## src/hw/rtl/ffa_pkg.sv

```systemverilog
// ----------------------------------------------------------------------------
// ffa_pkg
// shared constants, codes and types of the first-fit frame allocator
// ----------------------------------------------------------------------------
`default_nettype none

package ffa_pkg;

  // frame table geometry
  localparam int NUM_FRAMES = 64;
  localparam int ID_BITS    = 16;
  localparam int FRAME_BITS = $clog2(NUM_FRAMES);
  localparam int CNT_BITS   = $clog2(NUM_FRAMES + 1);

  // field widths
  localparam int CFG_CNT_BITS  = 7;
  localparam int BYTES_BITS    = 16;
  localparam int STATUS_BITS   = 2;
  localparam int START_BITS    = 6;
  localparam int RESIDENT_BITS = 7;
  localparam int FRAG_BITS     = 22;
  localparam int PROD_BITS     = CFG_CNT_BITS + BYTES_BITS;

  // stream word layout
  localparam int IN_DATA_BITS  = 16;
  localparam int OUT_USED_BITS = STATUS_BITS + START_BITS + RESIDENT_BITS + FRAG_BITS;
  localparam int OUT_DATA_BITS = ((OUT_USED_BITS + 7) / 8) * 8;

  // configuration port
  localparam int CFG_IDX_BITS  = 2;
  localparam int CFG_DATA_BITS = 16;

  localparam logic [CFG_IDX_BITS-1:0] REG_FRAMES_IN_USE      = 2'd0;
  localparam logic [CFG_IDX_BITS-1:0] REG_FRAME_BYTES        = 2'd1;
  localparam logic [CFG_IDX_BITS-1:0] REG_FRAMES_PER_PROCESS = 2'd2;

  localparam logic [CFG_CNT_BITS-1:0] RST_FRAMES_IN_USE      = 7'd64;
  localparam logic [BYTES_BITS-1:0]   RST_FRAME_BYTES        = 16'd16;
  localparam logic [CFG_CNT_BITS-1:0] RST_FRAMES_PER_PROCESS = 7'd4;

  // request kinds
  localparam logic CMD_ALLOC = 1'b0;
  localparam logic CMD_FREE  = 1'b1;

  // result status codes
  typedef enum logic [STATUS_BITS-1:0] {
    ST_DONE     = 2'd0,
    ST_RESIDENT = 2'd1,
    ST_TOO_BIG  = 2'd2,
    ST_NO_RUN   = 2'd3
  } status_t;

  localparam logic [FRAG_BITS-1:0] FRAG_MAX = {FRAG_BITS{1'b1}};

endpackage

`default_nettype wire

```

## src/hw/rtl/ffa_ram.sv

```systemverilog
// ----------------------------------------------------------------------------
// ffa_ram
// generic simple dual port ram, one write port, one registered read port
// ----------------------------------------------------------------------------
`default_nettype none

module ffa_ram #(
  parameter int WIDTH = 16,
  parameter int DEPTH = 64
) (
  input  wire logic                     clk,
  input  wire logic                     we,
  input  wire logic [$clog2(DEPTH)-1:0] waddr,
  input  wire logic [WIDTH-1:0]         wdata,
  input  wire logic [$clog2(DEPTH)-1:0] raddr,
  output logic      [WIDTH-1:0]         rdata
);

  logic [WIDTH-1:0] mem [DEPTH];

  // write and registered read
  always_ff @(posedge clk) begin
    if (we) begin
      mem[waddr] <= wdata;
    end
    rdata <= mem[raddr];
  end

endmodule

`default_nettype wire

```

## src/hw/rtl/first_fit_frame_allocator_core.sv

```systemverilog
// ----------------------------------------------------------------------------
// first_fit_frame_allocator_core
// first-fit contiguous frame allocator with owner table in ram
// ----------------------------------------------------------------------------
// sequence: an owner ram scan (one frame per cycle), the run write-back on a
//   successful allocate, a fragmentation pass over busy bits, a multiply and
//   the result load, which waits while the output register is still full
// requests: one at a time, the next one taken the cycle after the result word
//   is loaded
// reset: synchronous, all frames free, no residents, config back to defaults
// ----------------------------------------------------------------------------
`default_nettype none

module first_fit_frame_allocator_core
  import ffa_pkg::*;
(
  input  wire logic                     clk,
  input  wire logic                     rst,
  // request stream
  input  wire logic                     s_tvalid,
  output logic                          s_tready,
  input  wire logic [IN_DATA_BITS-1:0]  s_tdata,   // [15:0] process_id
  input  wire logic [0:0]               s_tuser,   // [0] cmd
  // result stream
  output logic                          m_tvalid,
  input  wire logic                     m_tready,
  output logic      [OUT_DATA_BITS-1:0] m_tdata,   // [1:0] status, [7:2] start_frame,
                                                   // [14:8] resident_count,
                                                   // [36:15] fragment_bytes, [39:37] zero
  // config write channel
  input  wire logic                     cfg_valid,
  output logic                          cfg_ready,
  input  wire logic [CFG_IDX_BITS-1:0]  cfg_index,
  input  wire logic [CFG_DATA_BITS-1:0] cfg_data
);

  typedef enum logic [2:0] {
    S_IDLE,
    S_SCAN,
    S_WRITE,
    S_FRAG,
    S_MUL,
    S_FINISH
  } state_t;

  state_t state;

  // config registers
  logic [CFG_CNT_BITS-1:0] frames_in_use;
  logic [BYTES_BITS-1:0]   frame_bytes;
  logic [CFG_CNT_BITS-1:0] frames_per_process;

  // table state
  logic [NUM_FRAMES-1:0]    busy;
  logic [RESIDENT_BITS-1:0] resident_total;

  // current request
  logic               req_cmd;
  logic [ID_BITS-1:0] req_id;

  // scan bookkeeping
  logic [CNT_BITS-1:0]   idx;
  logic                  owner_hit;
  logic [CNT_BITS-1:0]   fit_run;
  logic [FRAME_BITS-1:0] fit_start;
  logic [FRAME_BITS-1:0] run_start;
  logic                  fit_found;

  // write-back bookkeeping
  logic [FRAME_BITS-1:0]   wr_idx;
  logic [CFG_CNT_BITS-1:0] wr_cnt;

  // fragmentation bookkeeping
  logic [CNT_BITS-1:0]  free_n;
  logic [CNT_BITS-1:0]  best_run;
  logic [CNT_BITS-1:0]  cur_run;
  logic [PROD_BITS-1:0] frag_prod;

  // result fields
  status_t               res_status;
  logic [START_BITS-1:0] res_start;

  // ram ports
  logic                  ram_we;
  logic [ID_BITS-1:0]    ram_rdata;
  logic [FRAME_BITS-1:0] ram_raddr;

  // derived values
  logic [CFG_CNT_BITS-1:0] lim;
  logic [CNT_BITS-1:0]     prev_idx;
  logic                    owner_cmp;
  logic                    hit_all;
  logic                    idx_busy;
  logic                    in_region;
  logic                    fit_now;
  logic [CNT_BITS-1:0]     fit_run_inc;
  logic [CNT_BITS-1:0]     cur_run_inc;
  logic [CNT_BITS-1:0]     frag_diff;
  logic [FRAG_BITS-1:0]    frag_sat;

  // managed frame count, clipped to the table size
  assign lim = (frames_in_use > CFG_CNT_BITS'(NUM_FRAMES)) ?
               CFG_CNT_BITS'(NUM_FRAMES) : frames_in_use;

  // owner compare uses the registered read of the previous address
  assign prev_idx  = idx - CNT_BITS'(1);
  assign owner_cmp = (idx != '0) && busy[prev_idx[FRAME_BITS-1:0]] && (ram_rdata == req_id);
  assign hit_all   = owner_hit | owner_cmp;

  // per-frame run tracking; busy and region flags shared by the fit and fragmentation passes
  assign idx_busy    = busy[idx[FRAME_BITS-1:0]];
  assign in_region   = (idx < CNT_BITS'(NUM_FRAMES)) && (idx < CNT_BITS'(lim));
  assign fit_run_inc = fit_run + CNT_BITS'(1);
  assign fit_now     = in_region && !idx_busy && !fit_found &&
                       (fit_run_inc == CNT_BITS'(frames_per_process));
  assign cur_run_inc = cur_run + CNT_BITS'(1);

  assign frag_diff = free_n - best_run;
  assign frag_sat  = (frag_prod > PROD_BITS'(FRAG_MAX)) ? FRAG_MAX : frag_prod[FRAG_BITS-1:0];

  assign ram_raddr = idx[FRAME_BITS-1:0];
  assign ram_we    = (state == S_WRITE);

  assign s_tready  = (state == S_IDLE);
  assign cfg_ready = 1'b1;

  // owner table
  ffa_ram #(
    .WIDTH (ID_BITS),
    .DEPTH (NUM_FRAMES)
  ) u_owner_ram (
    .clk   (clk),
    .we    (ram_we),
    .waddr (wr_idx),
    .wdata (req_id),
    .raddr (ram_raddr),
    .rdata (ram_rdata)
  );

  // config registers
  always_ff @(posedge clk) begin
    if (rst) begin
      frames_in_use      <= RST_FRAMES_IN_USE;
      frame_bytes        <= RST_FRAME_BYTES;
      frames_per_process <= RST_FRAMES_PER_PROCESS;
    end else if (cfg_valid && cfg_ready) begin
      case (cfg_index)
        REG_FRAMES_IN_USE:      frames_in_use      <= cfg_data[CFG_CNT_BITS-1:0];
        REG_FRAME_BYTES:        frame_bytes        <= cfg_data[BYTES_BITS-1:0];
        REG_FRAMES_PER_PROCESS: frames_per_process <= cfg_data[CFG_CNT_BITS-1:0];
        default: ;
      endcase
    end
  end

  // request sequencer, table update and result register
  always_ff @(posedge clk) begin
    if (rst) begin
      state          <= S_IDLE;
      busy           <= '0;
      resident_total <= '0;
      m_tvalid       <= 1'b0;
    end else begin
      if (m_tvalid && m_tready && (state != S_FINISH)) begin
        m_tvalid <= 1'b0;
      end
      case (state)
        // take a request and clear the scan state
        S_IDLE: begin
          if (s_tvalid) begin
            req_cmd    <= s_tuser[0];
            req_id     <= s_tdata[ID_BITS-1:0];
            idx        <= '0;
            owner_hit  <= 1'b0;
            fit_run    <= '0;
            fit_found  <= 1'b0;
            fit_start  <= '0;
            run_start  <= '0;
            res_status <= ST_DONE;
            res_start  <= '0;
            state      <= S_SCAN;
          end
        end

        // one frame per cycle: owner match, release on free, first fit
        S_SCAN: begin
          if (owner_cmp) begin
            owner_hit <= 1'b1;
            if (req_cmd == CMD_FREE) begin
              busy[prev_idx[FRAME_BITS-1:0]] <= 1'b0;
            end
          end
          if (in_region) begin
            if (idx_busy) begin
              fit_run <= '0;
            end else begin
              fit_run <= fit_run_inc;
              if (fit_run == '0) begin
                run_start <= idx[FRAME_BITS-1:0];
              end
            end
          end
          if (fit_now) begin
            fit_found <= 1'b1;
            fit_start <= (fit_run == '0) ? idx[FRAME_BITS-1:0] : run_start;
          end
          if (idx == CNT_BITS'(NUM_FRAMES)) begin
            idx      <= '0;
            free_n   <= '0;
            best_run <= '0;
            cur_run  <= '0;
            if (req_cmd == CMD_FREE) begin
              state <= S_FRAG;
              if (hit_all && resident_total != '0) begin
                resident_total <= resident_total - RESIDENT_BITS'(1);
              end
            end else if (hit_all) begin
              res_status <= ST_RESIDENT;
              state      <= S_FRAG;
            end else if (frames_per_process > lim) begin
              res_status <= ST_TOO_BIG;
              state      <= S_FRAG;
            end else if (!fit_found) begin
              res_status <= ST_NO_RUN;
              state      <= S_FRAG;
            end else begin
              res_status     <= ST_DONE;
              res_start      <= fit_start;
              wr_idx         <= fit_start;
              wr_cnt         <= frames_per_process;
              resident_total <= resident_total + RESIDENT_BITS'(1);
              state          <= S_WRITE;
            end
          end else begin
            idx <= idx + CNT_BITS'(1);
          end
        end

        // stamp the claimed run, one frame per cycle
        S_WRITE: begin
          busy[wr_idx] <= 1'b1;
          wr_idx       <= wr_idx + FRAME_BITS'(1);
          wr_cnt       <= wr_cnt - CFG_CNT_BITS'(1);
          if (wr_cnt == CFG_CNT_BITS'(1)) begin
            state <= S_FRAG;
          end
        end

        // free frames and largest free run over the managed region
        S_FRAG: begin
          if (in_region) begin
            if (idx_busy) begin
              cur_run <= '0;
            end else begin
              free_n  <= free_n + CNT_BITS'(1);
              cur_run <= cur_run_inc;
              if (cur_run_inc > best_run) begin
                best_run <= cur_run_inc;
              end
            end
          end
          idx <= idx + CNT_BITS'(1);
          if (idx == CNT_BITS'(NUM_FRAMES - 1)) begin
            state <= S_MUL;
          end
        end

        // scale by frame size
        S_MUL: begin
          frag_prod <= PROD_BITS'(frag_diff) * PROD_BITS'(frame_bytes);
          state     <= S_FINISH;
        end

        // hand the result word over once the output register is free
        S_FINISH: begin
          if (!m_tvalid || m_tready) begin
            m_tvalid <= 1'b1;
            m_tdata  <= {{(OUT_DATA_BITS - OUT_USED_BITS){1'b0}}, frag_sat,
                         resident_total, res_start, res_status};
            state    <= S_IDLE;
          end
        end

        default: state <= S_IDLE;
      endcase
    end
  end

`ifndef SYNTHESIS
  // residents can never outnumber frames
  assert property (@(posedge clk) disable iff (rst)
    resident_total <= RESIDENT_BITS'(NUM_FRAMES))
    else $error("resident count above frame count");

  // a refused allocate reports start frame zero
  assert property (@(posedge clk) disable iff (rst)
    m_tvalid && (m_tdata[STATUS_BITS-1:0] != ST_DONE) |->
      (m_tdata[STATUS_BITS+START_BITS-1:STATUS_BITS] == '0))
    else $error("nonzero start frame on refused request");

  // a stamped frame is busy afterwards
  assert property (@(posedge clk) disable iff (rst)
    ram_we |=> busy[$past(wr_idx)])
    else $error("written frame not marked busy");

  // owner writes only follow a successful allocate decision
  assert property (@(posedge clk) disable iff (rst)
    ram_we |-> (req_cmd == CMD_ALLOC) && (res_status == ST_DONE) && !owner_hit)
    else $error("owner write outside a successful allocate");
`endif

endmodule

`default_nettype wire

```

## config.mk

```make
export PLATFORM = sky130hd
export DESIGN_NAME = first_fit_frame_allocator_core
export DESIGN_NICKNAME = d
export VERILOG_FILES = /design/src/hw/rtl/ffa_pkg.sv /design/src/hw/rtl/ffa_ram.sv /design/src/hw/rtl/first_fit_frame_allocator_core.sv
export SDC_FILE = /design/constraint.sdc
export NUM_CORES = 2
export LEC_CHECK = 0
export BUFFER_PORTS_ARGS = -buffer_cell sky130_fd_sc_hd__buf_2
export CAP_MARGIN = 40
export CORE_MARGIN = 5
export CORE_UTILIZATION = 50
export CTS_CLUSTER_DIAMETER = 100
export CTS_CLUSTER_SIZE = 14
export DETAILED_ROUTE_END_ITERATION = 10
export PLACE_DENSITY = 0.8
export SLEW_MARGIN = 20
export SYNTH_ARGS = -nofsm -noshare
export SYNTH_HDL_FRONTEND = slang
export SYNTH_SLANG_ARGS = --single-unit
export TNS_END_PERCENT = 10
```

## constraint.sdc

```tcl
create_clock -name clk -period 6.1 [get_ports clk]
set_input_delay 0.61 -clock clk [delete_from_list [all_inputs] [get_ports clk]]
set_output_delay 0.61 -clock clk [all_outputs]
set_load 0.005 [all_outputs]
```

==> results.py <==
metrics = {
    "outcome": {
        "status": "finished, final reports clean",
    },
    "place": {
        "place_area_um2": 57850,
        "hpwlAfterDp_um": 80440,
        "portBuffers": 78,
        "gp_congestion": 0.9095,
        "placedCellCount": 4552,
    },
    "sta": {
        "hold_viol_final": 0,
        "tightest_slew_ns": 1.194,
        "slew_viol_final": 0,
        "holdWs_ns": 0.09505,
        "period_share_pct": 97.14,
        "setup_viol": 0,
        "fmax_mhz": 168.8,
        "finalCriticalPeriod_ns": 5.926,
        "slew_headroom_pct": 20.42,
        "rsz0062_at_grt": "true",
        "fin_skew_ns": 0.02750,
    },
    "critical_path": {
        "slowest_delay_ns": 0.50,
        "crit_chain": "inv_1 -> ha_1 -> inv_1 -> fa_2 -> a21o_1 -> a21oi_2 -> o21bai_1 -> a21oi_2 -> xnor2_4 -> and2_4 -> fa_1 -> fa_1 -> fa_1 -> inv_1 -> fa_1 -> inv_1 -> ha_1 -> inv_1 -> o21ai_0 -> a21o_1 -> a21o_1 -> a2111o_1 -> a2111o_1 -> o211ai_1",
        "slowest_stage": "fa_1",
        "crit_type": "reg -> reg",
        "critPathBufInv": 5,
        "worstPathArrival_ns": 6.44,
        "critical_path_depth": 24,
        "worst_setup_path_start_kind": "flip-flop",
        "endpoint_kind": "flip-flop",
        "path_max_fanout": 6,
        "crit_family": "adder cells",
        "path_common_cell": "inv_1",
        "r2r_cells": 24,
        "cp_data_required_time_ns": 6.61,
    },
    "logic_synthesis": {
        "async_flop_share_pct": 0,
        "yosysUniqueCellTypes": 80,
        "synth_area_um2": 55080,
        "synth-seq-cells": 1292,
        "ys.flop_type": "edfxtp_1",
        "seq_area_frac_synth_pct": 68.24,
        "synth_edf_count": 1171,
        "synth-warning-count": 0,
        "syn_area_per_cell_um2": 18.23,
        "netlist_instances": 3021,
    },
    "layout": {
        "syn_to_final_growth_pct": 10.60,
        "fin_cells": 4730,
        "fin_area_um2": 60910,
        "finish.utilization_pct": 55.81,
        "drive_gt1_share_pct": 24.70,
        "fin_nets": 3377,
    },
    "die": {
        "die_h_um": 341.9,
        "start_util_pct": 50.46,
        "io_pins": 83,
        "die_width_um": 341.9,
        "fp.coreArea_um2": 109200,
        "rows": 121,
        "dieArea_um2": 116900,
    },
    "power": {
        "peakVddDrop_v": 0.0003208,
        "powerDensity_nw_per_um2": 354.1,
        "power_leakage_nw": 20.17,
        "total_power_mw": 21.57,
    },
    "drt": {
        "via_count": 29930,
        "vias_per_cell": 6.327,
        "antenna_left": 0,
        "routed_wl_um": 136800,
        "avgRoutedWirePerCell_um": 28.92,
        "drtIter0Drc": 4215,
        "drtPass1Iterations": 6,
        "route.detailed.drc": 0,
    },
    "clocking": {
        "ctsHoldBuffers": 0,
        "clk_pin_slew_ns": 0.07,
        "clkLatencyLatePin_ns": 0.70,
        "htreeDepth": 3,
        "root_buffer": "clkbuf_16",
        "clock-sinks": 1292,
        "cts_buffers": 102,
        "cts.path.max_buffers": 3,
        "cts_tree": "done",
    },
    "job": {
        "max_cap_viol_count": 0,
    },
    "grt": {
        "grt_first_pass_wirelength_um": 201800,
        "overflow": 0,
        "grt_use_total_pct": 23.35,
        "grt_pass1_vias": 30070,
        "grt_max_degree": 140,
        "antenna_found_initial": 8,
    },
    "worst_hold_path": {
        "min_path_type": "in -> reg",
        "min_path_cells": 1,
    },
}
cell usage after synthesis, types with 37 or more instances:
cell type  number  area [um^2]
a21oi_1        88        440.4
and2_1         79        494.2
clkbuf_1       90        337.8
dfxtp_1       121         2422
edfxtp_1     1171        35160
fa_1           71         1421
ha_1           82         1026
inv_1         127        476.7
mux4_2        369         8310
nand2_1       114        427.9
nor2_1        169        634.4
o21ai_0        58        290.3
xnor2_1        37        324.1
xor2_1         40        350.3
worst register-to-register path, cell delays in order (launching register included):
cell      delay, ns
edfxtp_1       0.38
inv_1          0.07
ha_1           0.15
inv_1          0.06
fa_2           0.35
a21o_1         0.19
a21oi_2        0.16
o21bai_1       0.11
a21oi_2        0.25
xnor2_4        0.16
and2_4         0.20
fa_1           0.50
fa_1           0.43
fa_1           0.49
inv_1          0.05
fa_1           0.47
inv_1          0.04
ha_1           0.28
inv_1          0.09
o21ai_0        0.10
a21o_1         0.20
a21o_1         0.19
a2111o_1       0.37
a2111o_1       0.37
o211ai_1       0.10
layer usage:
metal | vias up | routed length (um) | GRT usage, %
li1 | 12210 | - | -
met1 | 15430 | 49050 | 30.71
met2 | 1943 | 67140 | 38.50
met3 | 340 | 15150 | 5.766
met4 | 10 | 5391 | 8.141
met5 | - | 66 | 0
timing repair:
action                     4_1_cts  5_1_grt
gates resized for setup          1       21
setup endpoints to repair        2        9
pin swaps                        0        7
buffers inserted                 0        2
gates cloned                     0        0
cells in the final DEF (no fill, tap or decap), types with 17 or more instances in the layout:
| cell type | count |
|---|---|
| clkbuf_1 | 61 |
| nand3_1 | 33 |
| fa_1 | 70 |
| nor2_1 | 113 |
| nor2_2 | 56 |
| buf_4 | 112 |
| ha_1 | 77 |
| and2_1 | 77 |
| nand2_1 | 114 |
| o21ai_0 | 57 |
| mux2i_1 | 26 |
| o221a_1 | 32 |
| a21oi_1 | 83 |
| dfxtp_1 | 121 |
| or2_2 | 28 |
| xor2_1 | 40 |
| edfxtp_1 | 1171 |
| inv_1 | 127 |
| and3_1 | 19 |
| clkbuf_16 | 103 |
| nand2b_1 | 18 |
| mux4_2 | 369 |
| xnor2_1 | 34 |
| nor3_1 | 19 |
| a21o_1 | 19 |
| nor2b_1 | 17 |
| buf_2 | 81 |
final timing paths:
kind | slack (ns) | to | startpoint
setup reg to reg | 0.17 | frag_prod[19] | free_n[0]
hold reg to reg | 0.42 | m_tdata[5] | res_start[3]
hold / removal | 0.1 | req_cmd | s_tuser
setup / recovery | 0.17 | frag_prod[19] | free_n[0]
cell families after synthesis:
| group | share of synthesized area, % |
|---|---|
| adder cells (fa/ha/maj) | 4.443 |
| flip-flops | 68.24 |
| buffers and inverters | 2.010 |
| multiplexers | 15.66 |
| AO/OA/AOI/OAI | 3.219 |
| XOR/XNOR | 1.304 |
| AND/OR/NAND/NOR | 5.105 |
| other | 0.01364 |
stage by stage:
step	setup WS, ns	setup TNS, ns
2_1_floorplan	0.08394	0
3_3_place_gp	0.04402	0
3_5_place_dp	-0.01607	-0.02079
4_1_cts	0.03023	0
5_1_grt	-0.03631	-0.03631
6_report	0.1744	0
final cells by class:
type                    count  area (um^2)
diodes                      3        7.507
fillers                  7872        48240
inverters                 129        484.2
clock inverters             7        107.6
multi-input cells        1457        16660
flip-flops and latches   1292        37590
clock buffers             164         2806
repair buffers            202         1416
well taps                1476         1847
state kept, by name, indices dropped and copies added, names as in the netlist, 7 cells and up:
signal and cells:
req_id 16, free_n 7, frames_in_use 7, frag_prod 23
m_tdata 37, best_run 7, resident_total 7, frames_per_process 7
wr_cnt 7, u_owner_ram.mem 1024, busy 64, frame_bytes 16
idx 7, u_owner_ram.rdata 16, cur_run 7, fit_run 7
where the power goes:
group	switching [mW]	total [mW]	leakage, nW	internal, mW
registers	0.181	10.2	11.5	10.1
logic	3.00	5.19	7.24	2.19
clock network	2.99	6.13	1.39	3.15
Power figures use the tool's default switching activity.
